$ cat config.mk
export PLATFORM = sky130hd
export DESIGN_NAME = dhkt_front
export DESIGN_NICKNAME = d
export VERILOG_FILES = /design/src/dhkt_pkg.sv /design/src/dhkt_front.sv
export SDC_FILE = /design/constraint.sdc
export NUM_CORES = 1
export LEC_CHECK = 0
export BUFFER_PORTS_ARGS = -buffer_cell sky130_fd_sc_hd__buf_4
export CAP_MARGIN = 40
export CORE_MARGIN = 4
export CORE_UTILIZATION = 30
export DETAILED_ROUTE_END_ITERATION = 10
export GPL_TIMING_DRIVEN = 0
export PLACE_DENSITY = 0.5
export SETUP_SLACK_MARGIN = 0.4
export SLEW_MARGIN = 20
export SYNTH_ARGS = -nofsm -noshare
export SYNTH_HDL_FRONTEND = slang
export SYNTH_SLANG_ARGS = --single-unit
$ cat constraint.sdc
create_clock -name clk -period 6.7 [get_ports clk]
set_clock_uncertainty 0.2 [all_clocks]
set_input_delay 1.34 -clock clk [delete_from_list [all_inputs] [get_ports clk]]
set_output_delay 1.34 -clock clk [all_outputs]
set_load 0.03 [all_outputs]
$ cat src/dhkt_pkg.sv
`default_nettype none
package dhkt_pkg;
    localparam int TableBits = 16;
    localparam int EntryBits = 14;
    localparam int KeyBits = 64;
    localparam int DepthBits = 16;
    localparam int CopyBits = 2;
    localparam logic [DepthBits-1:0] DepthMax = '1;
    localparam logic [CopyBits-1:0] CopyMax = 2'd3;

    localparam logic [1:0] ACT_FIND = 2'd0;
    localparam logic [1:0] ACT_ADD = 2'd1;
    localparam logic [1:0] ACT_MERGE = 2'd2;
    // unused code, acts as find
    localparam logic [1:0] ACT_SPARE = 2'd3;

    localparam logic [1:0] ST_FOUND = 2'd0;
    localparam logic [1:0] ST_NEW = 2'd1;
    localparam logic [1:0] ST_MISS = 2'd2;
    localparam logic [1:0] ST_FULL = 2'd3;

    typedef struct packed {
        logic                 adding;
        logic                 merging;
        logic [KeyBits-1:0]   key;
        logic [DepthBits-1:0] add_depth;
        logic [CopyBits-1:0]  add_copy;
    } dhkt_cmd_t;

    typedef struct packed {
        logic [EntryBits-1:0] entry_number;
        logic [DepthBits-1:0] depth_now;
        logic [CopyBits-1:0]  copy_now;
        logic [1:0]           status;
    } dhkt_res_t;
endpackage
`default_nettype wire

$ cat src/dhkt_front.sv
`default_nettype none
module dhkt_front (
    input  wire logic                    clk,
    input  wire logic                    rst_n,
    input  wire logic                    in_valid,
    output logic                         in_stall,
    input  wire logic [1:0]              action,
    input  wire logic [63:0]             key,
    input  wire logic [15:0]             add_depth,
    input  wire logic [1:0]              add_copy,
    output dhkt_pkg::dhkt_cmd_t          cmd,
    output logic                         cmd_valid,
    input  wire logic                    cmd_pop
);
    import dhkt_pkg::*;

    // two-entry queue of classified items
    dhkt_cmd_t q_reg [2];
    logic       rd_reg, wr_reg;
    logic [1:0] cnt_reg;
    dhkt_cmd_t  c;
    logic       push;

    // classify the action code; unused code acts as find
    always_comb
    begin
        c.adding    = (action == ACT_ADD) || (action == ACT_MERGE);
        c.merging   = (action == ACT_MERGE);
        c.key       = key;
        c.add_depth = add_depth;
        c.add_copy  = add_copy;
    end

    assign in_stall  = (cnt_reg == 2'd2);
    assign push      = in_valid && !in_stall;
    assign cmd_valid = (cnt_reg != 2'd0);
    assign cmd       = q_reg[rd_reg];

    always_ff @(posedge clk)
    begin
        if (push)
        begin
            q_reg[wr_reg] <= c;
        end
    end

    always_ff @(posedge clk or negedge rst_n)
    begin
        if (!rst_n)
        begin
            rd_reg  <= 1'b0;
            wr_reg  <= 1'b0;
            cnt_reg <= 2'd0;
        end
        else
        begin
            if (push)
            begin
                wr_reg <= ~wr_reg;
            end
            if (cmd_pop)
            begin
                rd_reg <= ~rd_reg;
            end
            cnt_reg <= cnt_reg + {1'b0, push} - {1'b0, cmd_pop};
        end
    end
endmodule
`default_nettype wire

* Word level (Yosys, flattened, before mapping)
Memory sizes are Yosys's and may differ from the RTL's. Cells that the tools add are included. Widths: inputs -> output; s select.
Word-level totals: bits in registers 4, memory bits (writable) 168, input bits 88, logic and storage cells 17, memories kept 1
Memory list:
- q_reg | words 2, width 84, read ports 1, clocked after Yosys merged registers in 0, write ports 1, line dhkt_front.sv:18 | dhkt_cmd_t q_reg [2];
Operators by class: add/sub/neg operators 2, equality and inequality tests 3, multiplexer cells 2, bitwise gates (word level) 2, reduce and logical (&&, ||, !) cells 4
Operators by type and width (count):
- $eq 2x2->1 const B | 2
- $add 2x1->2 | 1
- $eq 2x1->1 const B | 1
- $mux 1 | 2
- $not 1->1 | 2
- $reduce_bool 2->1 | 1
- $sub 2x1->2 | 1
- $logic_and 1x1->1 | 1
- $logic_not 1->1 | 1
- $logic_or 1x1->1 | 1

* Logic depth before layout (Yosys ltp)
Gate-level depths: netlist of the first run.
depth in word-level cells 5, mapped depth 7, gate-level depth less buffers 7

* Least setup slack after synthesis of the first run
OpenSTA, ideal clock, no wires.
path kind input to register, start point input port in_valid, end point memory q_reg[0][0] (netlist bit) (enable), setup time 0.527 ns, data arrival time 4.935 ns, slack 1.038 ns, cell stages on the path 2, cells stage by stage nand2_1 nor2_1
On the way: longest elaborated chain between the ends 3
Ends and longest elaborated chain:
- start, declared | line dhkt_front.sv:5 | input wire logic in_valid,
- $logic_and 1x1->1 | line dhkt_front.sv:35 | assign push = in_valid && !in_stall;
- $mux 1 | line dhkt_front.sv:41 | if (push)
- $mux 1 (not written as such) | line dhkt_front.sv:43 | q_reg[wr_reg] <= c;
- end, declared | line dhkt_front.sv:18
No other way between the ends.

==> run_results.csv, run 1 <==
group,metric,value,unit
status,status,"complete, no violations",
logic_synthesis,yosysTopAreaCell,"edfxtp_1",
floorplanning,initial_core_util,30.76,%
critical_path,start_kind,"flop",
placement,port-buffer-count,173,
logic_synthesis,syn_area_per_cell,22.36,sq um
pwr,irDropWorstVdd,0.0002357,V
critical_path,setup.worst_path.class,"flop to primary output",
placement,post_dp_cell_area,8070,sq um
logic_synthesis,netlist_instances,281,
logic_synthesis,synth_nets,372,
pwr,p_switching,1.398,mW
finish,antenna_cells,0,
pwr,p_int,2.647,mW
placement,dp.cells,729,
finish,syn_to_final_growth,37.55,%
finish,fin_cells,760,
sta,max_slew_margin,57.91,%
global_routing,grt-ovfl-total,0,
floorplanning,io_pins,174,
pwr,combPwrFrac,38.8,%
clock_network,insertion_delay,0.41,ns
logic_synthesis,synth_edf_count,168,
placement,detailed_place_hpwl,8589,um
logic_synthesis,syn_area,6284,sq um
clock_network,hold_buffers,0,
critical_path,crit_path_max_fanout,10,
clock_network,postCtsSetupRepairBufs,0,
finish,final_nets,569,
logic_synthesis,ys_ff_latch,172,
global_routing,grtUsageTotal,10.64,%
clock_network,cts_htree_levels,4,
routing,drtPass1Iterations,4,
logic_synthesis,yosys_warnings,0,
logic_synthesis,postSynth.asyncResetShare,2.326,%
global_routing,grt_pass1_wl,19120,um
sta,final_max_slew_viol_count,0,
routing,routedWlPerCell,16.43,um
finish,largest_reg_flops,168,
routing,drt-initial-drc-count,57,
sta,worst_slew_pin_slew,0.6298,ns
critical_path,cp_slowest_cell,"dfrtp_1",
critical_path,crit_top_cell,"buf_4",
routing,antenna_left,0,
critical_path,cp.arrival,1.78,ns
finish,fin_area,8643,sq um
pwr,seqPwrFrac,37.5,%
global_routing,grt_max_degree,49,
clock_network,cts_buffer_depth,2,
pwr,p_sw_share,34.56,%
sta,grt_setup_unrepaired,"false",
logic_synthesis,netlist.area_leader.share,80.29,%
clock_network,cts_sinks,172,
routing,wirelength,12490,um
clock_network,cts_resized,0,
routing,dr_wl_met3,992,um
routing,drt-met1-wl,5143,um
critical_path,worstPathRequired,5.16,ns
sta,final-hold-violation-count,0,
critical_path,crit_chain,"buf_4, buf_6, mux2_1, buf_4",
clock_network,cts.root.buffer_cell,"clkbuf_16",
floorplanning,die_h,152.7,um
logic_synthesis,seq_area_frac_synth,81.88,%
routing,top_layer,"met4",
floorplanning,die_area,23320,sq um
critical_path,max_stage_delay,0.40,ns
routing,detail_route.vias_per_cell,4.201,
pwr,p_per_area,468.1,nW/um^2
sta,fin_crit,3.323,ns
run,drv_cap,0,
clock_network,path_clk_slew,0.06,ns
sta,fmax,0.3010,GHz
routing,met2_length,6193,um
logic_synthesis,synth.most_common_cell,"edfxtp_1",
floorplanning,die_x,152.7,um
finish,drive_gt1_share,51.63,%
sta,setup_viol_count_final,0,
floorplanning,rows,52,
logic_synthesis,ys_top_cells_by_count,"168 x edfxtp_1, 50 x mux2_1, 34 x mux2_2",
clock_network,numCtsBuffers,17,
routing,vias,3193,
sta,period_share,49.59,%
critical_path,critPathBufInv,3,
logic_synthesis,synth_area_leaders,"edfxtp_1 80%, mux2_1 9.0%, mux2_2 6.1%",
logic_synthesis,synthFlopType,"edfxtp_1",
placement,place_congestion,0.6528,
min_path,hold_class,"flop to flop",
global_routing,antenna_found_initial,0,
floorplanning,core,20430,sq um
logic_synthesis,ys_types,16,
pwr,pwr-share-clk,23.7,%
pwr,p_leak,3.215,nW
global_routing,grt_pass1_vias,3537,
critical_path,end_kind,"primary output",
routing,drc,0,
clock_network,cts_tree,"built",
critical_path,cp_top_family,"buffers and inverters",
power groups by stage:
stage	Combinational [mW]	Clock [mW]	Sequential [mW]
after detailed placement	1.61	0	1.55
final	1.57	0.957	1.52
after global routing	1.67	1.05	1.54
after floorplan	0.979	0	1.55
after global placement	1.53	0	1.59
after CTS	1.62	0.995	1.52
routing by layer:
layer / up-vias / track usage [%]
li1: 1500 / -
met1: 1563 / 12.33
met2: 121 / 17.45
met3: 9 / 4.999
met4: 0 / 3.649
met5: - / 0
stage by stage:
| step | hold slack (ns) | utilization, % | setup TNS, ns | setup WS [ns] | power [mW] |
|---|---|---|---|---|---|
| final | 0.3161 | 42.31 | 0 | 3.377 | 4.046 |
| after global routing | 0.3410 | 42.31 | 0 | 3.243 | 4.257 |
| after CTS | 0.3244 | 42.31 | 0 | 3.278 | 4.135 |
| after detailed placement | 0.3115 | 39.50 | 0 | 3.456 | 3.157 |
| after global placement | 0.2752 | 38.77 | -120.38 | -1.438 | 3.118 |
| after floorplan | 0.2604 | - | 0 | 1.038 | 2.534 |
layout by cell type, fill, tap and decap left out, types with 2 or more instances in the layout:
cell type and instances:
buf_2 3, ha_1 3, mux2_1 50, mux2_2 34, xnor2_1 3, clkinvlp_4 5, inv_6 3, clkbuf_1 2
inv_1 4, edfxtp_1 168, buf_6 5, dfrtp_1 4, bufinv_16 2, buf_16 5, clkbuf_16 17, buf_4 174
cell families after synthesis:
family / after synthesis / synth area share [%]
multiplexers: 84 / 15.05
AND/OR/NAND/NOR: 5 / 0.4182
buffers and inverters: 13 / 1.493
XOR/XNOR: 4 / 0.5576
flip-flops: 172 / 81.88
adder cells (fa/ha/maj): 3 / 0.5974
final timing paths:
kind                                       from                     end  slack (ns)  cells after the start
setup / recovery             rd_reg$_DFFE_PN0P_                 cmd[26]        3.38                      4
hold / removal             cnt_reg[1]$_DFF_PN0_    cnt_reg[1]$_DFF_PN0_        0.32                      1
setup reg to reg           cnt_reg[1]$_DFF_PN0_  q_reg[0][31]$_DFFE_PP_        4.38                      6
hold reg to reg            cnt_reg[1]$_DFF_PN0_    cnt_reg[1]$_DFF_PN0_        0.32                      1
max in group asynchronous                 rst_n      rd_reg$_DFFE_PN0P_        5.68                      1
min in group asynchronous                 rst_n      wr_reg$_DFFE_PN0P_        0.51                      1
area by class of cell:
cell class              count  area (sq um)
clock buffers              19         432.9
repair buffers            178          1436
fillers                  1858         11790
clock inverters            12         140.1
plain buffers               9         78.83
flip-flops and latches    172          5145
multi-input cells          96          1057
well taps                 270         337.8
inverters                   4         15.01
Power figures use the tool's default switching activity.
==> inputs of run 2 (changes only) <==
--- a/config.mk
+++ b/config.mk
@@ -5,13 +5,14 @@
 export SDC_FILE = /design/constraint.sdc
 export NUM_CORES = 1
 export LEC_CHECK = 0
+export ABC_AREA = 1
 export BUFFER_PORTS_ARGS = -buffer_cell sky130_fd_sc_hd__buf_4
 export CAP_MARGIN = 40
 export CORE_MARGIN = 4
 export CORE_UTILIZATION = 30
 export DETAILED_ROUTE_END_ITERATION = 10
 export GPL_TIMING_DRIVEN = 0
-export PLACE_DENSITY = 0.5
+export PLACE_DENSITY = 0.51
 export SETUP_SLACK_MARGIN = 0.4
 export SLEW_MARGIN = 20
 export SYNTH_ARGS = -nofsm -noshare
==> constraint.sdc (replaced) <==
create_clock -name clk -period 3 [get_ports clk]
set_clock_uncertainty 0.2 [all_clocks]
set_input_delay 0.6 -clock clk [delete_from_list [all_inputs] [get_ports clk]]
set_output_delay 0.6 -clock clk [all_outputs]
set_load 0.03 [all_outputs]
==> run_results.csv, run 2 <==
group,metric,value,unit
finish,syn_to_final_growth,36.52,%
logic_synthesis,synth_area_leaders,"edfxtp_1 76%, inv_1 5.3%, nand2_1 5.3%",
critical_path,crit_chain,"buf_6, clkbuf_1, o21ai_0, buf_4",
sta,period_share,81.19,%
sta,final-hold-violation-count,0,
sta,fmax,0.4106,GHz
floorplanning,core,21760,sq um
logic_synthesis,ys_top_cells_by_count,"168 x edfxtp_1, 94 x inv_1, 94 x nand2_1",
logic_synthesis,yosysTopAreaCell,"edfxtp_1",
critical_path,cp.arrival,1.64,ns
sta,max_slew_margin,53.60,%
placement,post_dp_cell_area,8389,sq um
pwr,finalPower,9.841,mW
logic_synthesis,postSynth.asyncResetShare,2.326,%
pwr,irDropWorstVdd,0.0005393,V
clock_network,path_clk_slew,0.07,ns
sta,setup_viol_count_final,0,
pwr,p_leak,3.777,nW
logic_synthesis,syn_area_per_cell,14.05,sq um
logic_synthesis,yosys_warnings,0,
logic_synthesis,syn_area,6601,sq um
global_routing,grtUsageTotal,11.75,%
critical_path,start_kind,"flop",
pwr,p_per_area,1092,nW/um^2
routing,detail_route.vias_per_cell,4.164,
clock_network,cts_sinks,172,
logic_synthesis,netlist_instances,470,
finish,fin_cells,962,
floorplanning,io_pins,174,
clock_network,cts_tree,"built",
routing,antenna_left,0,
finish,antenna_cells,0,
sta,grt_setup_unrepaired,"false",
routing,drt-initial-drc-count,125,
run,drv_cap,0,
global_routing,antenna_found_initial,1,
logic_synthesis,synth.most_common_cell,"edfxtp_1",
floorplanning,initial_core_util,30.34,%
routing,drc,0,
routing,routedWlPerCell,14.88,um
sta,final_max_slew_viol_count,0,
critical_path,critPathBufInv,3,
floorplanning,rows,54,
sta,fin_crit,2.436,ns
critical_path,setup.worst_path.class,"flop to primary output",
global_routing,grt-ovfl-total,0,
floorplanning,die_h,156.3,um
clock_network,numCtsBuffers,17,
finish,mostFrequentLayoutCell,"buf_4",
routing,vias,4006,
finish,drive_gt1_share,36.95,%
placement,detailed_place_hpwl,10320,um
floorplanning,die_x,156.3,um
status,status,"complete, no violations",
routing,wirelength,14320,um
clock_network,insertion_delay,0.42,ns
global_routing,grt_max_degree,29,
logic_synthesis,synth_nets,561,
routing,drtPass1Iterations,6,
finish,largest_reg_flops,168,
floorplanning,die_area,24440,sq um
clock_network,cts_htree_levels,4,
logic_synthesis,synthFlopType,"edfxtp_1",
min_path,hold_class,"input port to flop",
critical_path,max_stage_delay,0.34,ns
finish,final_cell_mix,"175 x buf_4, 168 x edfxtp_1, 94 x nand2_1",
clock_network,postCtsSetupRepairBufs,0,
critical_path,crit_path_max_fanout,10,
logic_synthesis,netlist.area_leader.share,76.42,%
placement,dp.cells,929,
critical_path,cp_top_family,"buffers and inverters",
placement,port-buffer-count,173,
finish,fin_area,9012,sq um
critical_path,worstPathRequired,2.20,ns
finish,final_nets,760,
clock_network,cts_buffer_depth,2,
clock_network,cts.root.buffer_cell,"clkbuf_16",
critical_path,cp_slowest_cell,"dfrtp_1",
sta,worst_slew_pin_slew,0.6943,ns
logic_synthesis,ys_ff_latch,172,
critical_path,end_kind,"primary output",
placement,place_congestion,0.7474,
global_routing,grt_pass1_vias,4030,
global_routing,grt_pass1_wl,21910,um
logic_synthesis,seq_area_frac_synth,77.94,%
logic_synthesis,synth_edf_count,168,
logic_synthesis,ys_types,15,
==> run 2: changes by cell type in the layout (fill, tap and decap cells not counted), sizes merged, moves of 3 or more <==
cell / previous run / this run
nand2: 1 / 94
inv: 8 / 97
mux2: 84 / 0
o21ai: 0 / 84
buf: 187 / 193
clkinv: 1 / 5
clkbuf: 19 / 22
xnor2: 3 / 0
==> run 2: final cells by class <==
| type | instances | area (sq um) |
|---|---|---|
| repair buffers | 180 | 1436 |
| well taps | 280 | 350.3 |
| fillers | 2062 | 12740 |
| multi-input cells | 185 | 934.6 |
| plain buffers | 19 | 177.7 |
| clock buffers | 17 | 425.4 |
| inverters | 94 | 356.6 |
| clock inverters | 15 | 186.4 |
| flip-flops and latches | 172 | 5145 |
==> run 2: timing repair <==
action,4_1_cts,5_1_grt
setup endpoints to repair,5,0
gates resized for setup,1,0
hold endpoints to repair,4,0
hold buffers,1,0
==> run 2: worst register-to-register path, delay by kind of cell, from the launching register on <==
kind	cells	cell delay [ns]
buffers and inverters	2	0.47
DFF	1	0.40
and+or+nand+nor	3	0.79
==> run 2: final timing paths <==
path                                 startpoint                      to  slack, ns  depth (start not counted)
min in group asynchronous                 rst_n      wr_reg$_DFFE_PN0P_       0.30                          2
hold / removal                    add_depth[12]  q_reg[0][14]$_DFFE_PP_       0.15                          1
max in group asynchronous                 rst_n      rd_reg$_DFFE_PN0P_       2.20                          2
setup reg to reg           cnt_reg[1]$_DFF_PN0_  q_reg[1][56]$_DFFE_PP_       0.80                          5
hold reg to reg              wr_reg$_DFFE_PN0P_      wr_reg$_DFFE_PN0P_       0.28                          2
setup / recovery             rd_reg$_DFFE_PN0P_                 cmd[53]       0.56                          4
==> run 2: power by group <==
group / switching, mW / internal (mW)
registers: 0.114 / 3.27
logic: 2.75 / 1.44
clock network: 0.945 / 1.32
total: 3.81 / 6.03
==> run 2: routing by layer <==
metal | vias up | GRT usage (%) | routed length [um] | share of wire [%]
li1 | 1982 | - | - | -
met1 | 1902 | 13.89 | 5884 | 41
met2 | 108 | 19.87 | 7173 | 50
met3 | 12 | 4.148 | 1058 | 7.4
met4 | 2 | 4.215 | 181 | 1.3
met5 | - | 0 | 20 | 0.14
==> run 2: per-stage QoR <==
stage | utilization [%] | hold slack [ns] | setup slack [ns] | TNS [ns]
after global placement | 37.97 | 0.1993 | -0.5554 | -84.60
after global routing | 41.43 | 0.1360 | 0.4035 | 0
final | 41.43 | 0.1541 | 0.5643 | 0
after detailed placement | 38.56 | 0.2020 | 0.5807 | 0
after CTS | 41.43 | 0.1361 | 0.4955 | 0
after floorplan | - | 0.1044 | 0.4282 | 0
==> run 2: logic make-up after synthesis <==
kind of cell	Yosys count	synth area share, %
buf+inv	113	8.017
fa+ha+maj	3	0.5687
flops	172	77.94
simple gates	97	5.553
compound gates	84	7.790
xor+xnor	1	0.1327
